## src/pn_pkg.sv

```systemverilog
// Shared types and constants for the peak normaliser.
// No dependencies; compile first.
package pn_pkg;

    localparam int DEFAULT_BUFFER_DEPTH = 1024;
    localparam int DEFAULT_SAMPLE_WIDTH = 16;
    localparam int GAIN_WIDTH           = 8;
    localparam logic [GAIN_WIDTH-1:0] GAIN_RESET = GAIN_WIDTH'(1);

    typedef enum logic [1:0] {
        RES_EMPTY,
        RES_ZERO,
        RES_SAT,
        RES_QUOT
    } res_kind_t;

    typedef struct packed {
        logic      load;
        logic      read;
        logic      mult;
        logic      div_init;
        logic      div_step;
        logic      emit;
        res_kind_t kind;
    } pn_cmd_t;

    typedef struct packed {
        logic empty;
        logic trivial;
        logic over;
        logic div_last;
        logic out_free;
    } pn_stat_t;

endpackage

```

## src/pn_ctrl.sv

```systemverilog
// Sequencer of the peak normaliser: handshake on the request side and
// command issue to the datapath. Depends on pn_pkg.
module pn_ctrl
    import pn_pkg::*;
(
    input  logic     clk,
    input  logic     rst_n,
    input  logic     in_valid,
    input  logic     in_cmd,
    output logic     in_ready,
    input  pn_stat_t stat,
    output pn_cmd_t  cmd
);

    typedef enum logic [2:0] {
        S_IDLE,
        S_FETCH,
        S_CHECK,
        S_DIV,
        S_EMIT
    } state_t;

    state_t    state_reg, state_next;
    res_kind_t kind_reg, kind_next;

    always_comb
    begin
        state_next   = state_reg;
        kind_next    = kind_reg;
        in_ready     = 1'b0;
        cmd          = '0;
        cmd.kind     = kind_reg;
        unique case (state_reg)
            S_IDLE:
            begin
                in_ready = 1'b1;
                if (in_valid)
                begin
                    cmd.load = ~in_cmd;
                    cmd.read = in_cmd;
                    if (in_cmd)
                    begin
                        state_next = S_FETCH;
                    end
                end
            end
            S_FETCH:
            begin
                cmd.mult = 1'b1;
                if (stat.empty)
                begin
                    kind_next  = RES_EMPTY;
                    state_next = S_EMIT;
                end
                else
                begin
                    state_next = S_CHECK;
                end
            end
            S_CHECK:
            begin
                priority if (stat.trivial)
                begin
                    kind_next  = RES_ZERO;
                    state_next = S_EMIT;
                end
                else if (stat.over)
                begin
                    kind_next  = RES_SAT;
                    state_next = S_EMIT;
                end
                else
                begin
                    cmd.div_init = 1'b1;
                    state_next   = S_DIV;
                end
            end
            S_DIV:
            begin
                cmd.div_step = 1'b1;
                if (stat.div_last)
                begin
                    kind_next  = RES_QUOT;
                    state_next = S_EMIT;
                end
            end
            S_EMIT:
            begin
                if (stat.out_free)
                begin
                    cmd.emit   = 1'b1;
                    state_next = S_IDLE;
                end
            end
            default:
            begin
                state_next = S_IDLE;
            end
        endcase
    end

    always_ff @(posedge clk or negedge rst_n)
    begin
        if (!rst_n)
        begin
            state_reg <= S_IDLE;
            kind_reg  <= RES_EMPTY;
        end
        else
        begin
            state_reg <= state_next;
            kind_reg  <= kind_next;
        end
    end

    a_emit_free: assert property (@(posedge clk) disable iff (!rst_n)
        cmd.emit |-> stat.out_free)
        else $error("result issued while output slot busy");

    a_div_to_emit: assert property (@(posedge clk) disable iff (!rst_n)
        (state_reg == S_DIV && stat.div_last) |=> state_reg == S_EMIT)
        else $error("division end not followed by emit");

    a_ready_idle: assert property (@(posedge clk) disable iff (!rst_n)
        (in_valid && in_ready && in_cmd) |=> !in_ready)
        else $error("read request did not block further requests");

endmodule

```

## config.mk

```make
export PLATFORM = sky130hd
export DESIGN_NAME = pn_ctrl
export DESIGN_NICKNAME = d
export VERILOG_FILES = /design/src/pn_pkg.sv /design/src/pn_ctrl.sv
export SDC_FILE = /design/constraint.sdc
export NUM_CORES = 1
export LEC_CHECK = 0
export BUFFER_PORTS_ARGS = -buffer_cell sky130_fd_sc_hd__buf_2
export CAP_MARGIN = 20
export CELL_PAD_IN_SITES_DETAIL_PLACEMENT = 0
export CELL_PAD_IN_SITES_GLOBAL_PLACEMENT = 1
export CORE_AREA = 2 2 39 41
export DETAILED_ROUTE_END_ITERATION = 10
export DIE_AREA = 0 0 41 43
export PLACE_DENSITY_LB_ADDON = 0.3
export SLEW_MARGIN = 20
export SYNTH_ARGS = -nofsm -noshare
export SYNTH_HDL_FRONTEND = slang
export SYNTH_SLANG_ARGS = --single-unit
```

## constraint.sdc

```tcl
create_clock -name clk -period 1.4 [get_ports clk]
set_input_delay 0.35 -clock clk [delete_from_list [all_inputs] [get_ports clk]]
set_output_delay 0.35 -clock clk [all_outputs]
set_load 0.01 [all_outputs]
```

# After elaboration in Yosys (flattened, before gate mapping)
# Index checks and enable logic that the tools add are counted.
[word_totals]
output_inout_bits = 9
register_bits = 5
inputBits = 9
wordCells = 40
[classes]
n_bitwise = 1
n_eq_ne = 10
n_reduce_logical = 4
n_mux = 23
[op_table]
columns = ["op", "count"]
rows = [
  ["$mux 3", 7],
  ["$pmux 3 s5", 1],
  ["$mux 2", 6],
  ["$ne 2x2->1 const B", 5],
  ["$mux 1", 8],
  ["$reduce_and 4->1", 2],
  ["$eq 3x2->1 const B", 2],
  ["$pmux 2 s3", 1],
  ["$eq 3x1->1 const B", 1],
  ["$eq 3x3->1 const B", 1],
  ["$logic_not 3->1", 1],
  ["$ne 3x3->1 const B", 1],
  ["$reduce_bool 3->1", 1],
  ["$not 1->1", 1],
]

# Depth between registers and ports, before layout
[logic_depth]
word_depth = 3
ltp_mapped = 4
ltp_nobuf = 3

# Worst setup path after synthesis
# Ideal clock, no wire load.
[synth_path]
path_kind = "reg-to-output"
start = "register state_reg[0]"
end = "output cmd[6] in the netlist's numbering"
required_time_ps = 1050
slack_ps = -102
arrival_ps = 1152
path_stages_with_launch = 4
path_buffers = 1
path_cell_list = "dfrtp_1 buf_4 nor3_1 and3_1"
[synth_rtl]
columns = ["element", "line", "text"]
rows = [
  ["from (decl)", "pn_ctrl.sv:23", "state_t state_reg, state_next;"],
  ["from (signal assigned)", "pn_ctrl.sv:111", "state_reg <= state_next;"],
  ["to (decl)", "pn_ctrl.sv:12", "output pn_cmd_t cmd"],
]

==> flow_metrics.tcl <==
set metrics [dict create \
    crit_path_top_delay_cell "dfrtp_2" \
    core-area_sq_um 1380 \
    die_area_sq_um 1760 \
    worst_setup_path_end_kind "output pin" \
    place.gp.congestion 0.702 \
    synth.distinct_cells 19 \
    drc 0 \
    final_util_pct 38.9 \
    tritoncts "yes" \
    setup_ws_ns -0.157 \
    drive_above_1_share_pct 58.1 \
    grt_pass1_vias 309 \
    fin_skew_ns 0.000331 \
    min_path_type "input port to flop" \
    grt_max_degree 8 \
    finalHoldViolations 0 \
    arrival_ns 1.21 \
    drt_iter0_drc 2 \
    clock_power_share_pct 18.4 \
    fmax_mhz 642 \
    clkLatencyLatePin_ns 0.24 \
    wirelength_um 768 \
    synthCells 34 \
    total_power_mw 0.883 \
    outcome "complete, but fails checks" \
    cts.sinks 5 \
    slew_viol_final 0 \
    critPathBufInv 1 \
    p_int_mw 0.569 \
    cts_root_buf "clkbuf_4" \
    dp.cells 68 \
    portBuffers 17 \
    required_ns 1.05 \
    antenna_found_initial 0 \
    period_minus_slack_ns 1.56 \
    route.detailed.wl_per_inst_um 9.85 \
    startpoint "state_reg[2]$_DFFE_PN0P_" \
    grt_overflow 0 \
    tightest_slew_ns 0.389 \
    peakVddDrop_v 0.000677 \
    viasPerCell 4.40 \
    rows 14 \
    largest_reg_flops 3 \
    crit_fanout 4 \
    min_from "stat[4]" \
    first_pass_iters 2 \
    ys_ff_latch 5 \
    p_leak_nw 0.271 \
    finalSetupViolations 6 \
    ys_seq_area_share_pct 40.5 \
    pin_count 18 \
    cts.clk_slew.worst_paths_ns 0.04 \
    nets 72 \
    final_antenna_net_count 0 \
    post-route-period-util_pct 111 \
    antenna_cells 0 \
    die_w_um 41 \
    power.switching_fraction_pct 35.5 \
    grt_pass1_wl_um 1170 \
    fin_cells 78 \
    grtUsageTotal_pct 10.3 \
    path_delay_family "flip-flops" \
    start_util_pct 22.3 \
    yosys_warnings 0 \
    rsz0062_at_grt "yes" \
    combPwrFrac_pct 51.6 \
    r2r-start "state_reg[2]$_DFFE_PN0P_" \
    cts_buffer_depth 2 \
    synthesis.area_sq_um 309 \
    numCtsBuffers 3 \
    synth_fp_nets 43 \
    critical_path_class "flop to output pin" \
    max_cap_viol_count 0 \
    dpl.hpwl_um 575 \
    max_stage_delay_ns 0.43 \
    h-tree-depth 1 \
    p_sw_mw 0.314 \
    tns_ns -0.615 \
    worstPathCellList "nor3_4 > and3_1 > buf_2" \
    sequentialPowerShare_pct 30.0 \
    area_growth_pct 74.1 \
    vias 343 \
    setup.worst_path.start_class "flop" \
    synth_area_per_cell_sq_um 9.09 \
    maxSlewHeadroom_pct 73.4 \
    die_h_um 43 \
    nFillCells 155 \
    violations "setup timing" \
    power_density_nw_per_um2 1640 \
]
## per-stage QoR
| stage | setup WS (ns) | hold slack (ns) | instance area [sq um] |
|---|---|---|---|
| after global routing | -0.263 | 0.415 | 538 |
| after CTS | -0.201 | 0.388 | 509 |
| final | -0.157 | 0.396 | 538 |
| after detailed placement | 0.0309 | 0.166 | 427 |
| after global placement | 0.0268 | 0.166 | 427 |
| after floorplan | 0.0381 | 0.0544 | 314 |
## layout make-up
class,instances,area (sq um),area share [%]
repair buffers,25,159,29.5
flip-flops and latches,5,129,24.0
multi-input cells,25,193,35.8
inverters,3,11.3,2.09
well taps,16,20.0,3.72
clock buffers,4,26.3,4.88
## repair_timing
item | CTS | global route
setup buffers | 3 | 2
endpoints found under the hold margin | 5 | 0
setup endpoints to repair | 7 | 9
hold buffers | 1 | 0
resized for setup | 6 | 4
pin swaps | 6 | 2
## power groups by stage
| stage | combinational (mW) | sequential (mW) | clock, mW |
|---|---|---|---|
| 2_1_floorplan | 0.216 | 0.246 | 0 |
| 3_3_place_gp | 0.356 | 0.249 | 0 |
| 3_5_place_dp | 0.352 | 0.249 | 0 |
| 4_1_cts | 0.425 | 0.263 | 0.175 |
| 5_1_grt | 0.508 | 0.274 | 0.178 |
| 6_report | 0.455 | 0.265 | 0.162 |
## worst paths after layout
path                                       endpoint  slack [ns]  cells past startpoint
min reg2reg                 kind_reg[0]$_DFFE_PN0P_        0.50                      1
min in group asynchronous  state_reg[2]$_DFFE_PN0P_        0.45                      2
max reg2reg                 kind_reg[0]$_DFFE_PN0P_        0.02                      4
max in group asynchronous  state_reg[0]$_DFFE_PN0P_        0.81                      2
max                                          cmd[6]       -0.16                      3
min                        state_reg[1]$_DFFE_PN0P_        0.40                      3
## cell usage after synthesis
master | count | share of area, %
dfrtp_1 | 5 | 40
a31o_1 | 2 | 5.7
nor2_1 | 4 | 4.9
or3_4 | 1 | 3.6
and3_1 | 1 | 2.0
nor3_2 | 1 | 3.2
nand2b_4 | 1 | 4.5
a2111oi_0 | 1 | 2.8
o21ai_0 | 1 | 1.6
nor3b_1 | 2 | 4.9
inv_1 | 3 | 3.6
o2bb2ai_1 | 1 | 2.8
buf_4 | 1 | 2.4
nand2_1 | 3 | 3.6
o21bai_1 | 1 | 2.4
a31oi_1 | 1 | 2.0
nor2b_1 | 1 | 2.0
nor3_1 | 3 | 4.9
and2b_1 | 1 | 2.4
## per-layer routing
metal  track usage, %  up-vias  wire (um)
met2             15.6       13        408
li1                 -      175          -
met5                0        -          0
met4             10.0        0          0
met3             1.57        0         72
met1             11.2      155        287
## kinds of logic after synthesis
group	after synthesis	share of synthesized area (%)
and+or+nand+nor	18	36.0
DFF	5	40.5
buffers and inverters	4	6.07
AOI/OAI and AO/OA	7	17.4
## cells in the final DEF (no fill, tap or decap), types with 2 or more instances in the layout
master     n
a31o_1     2
clkbuf_4   3
dfrtp_1    2
buf_2     17
inv_1      3
dfrtp_2    3
nor2_1     4
buf_4      4
nor3_4     2
buf_6      3
nand2_1    3
## worst register-to-register path, cell delays in order (launching register included)
cell and delay [ns]:
dfrtp_2 0.43, nand2b_4 0.16, buf_6 0.12, or3_4 0.37, a31o_1 0.18
Power figures use the tool's default switching activity.
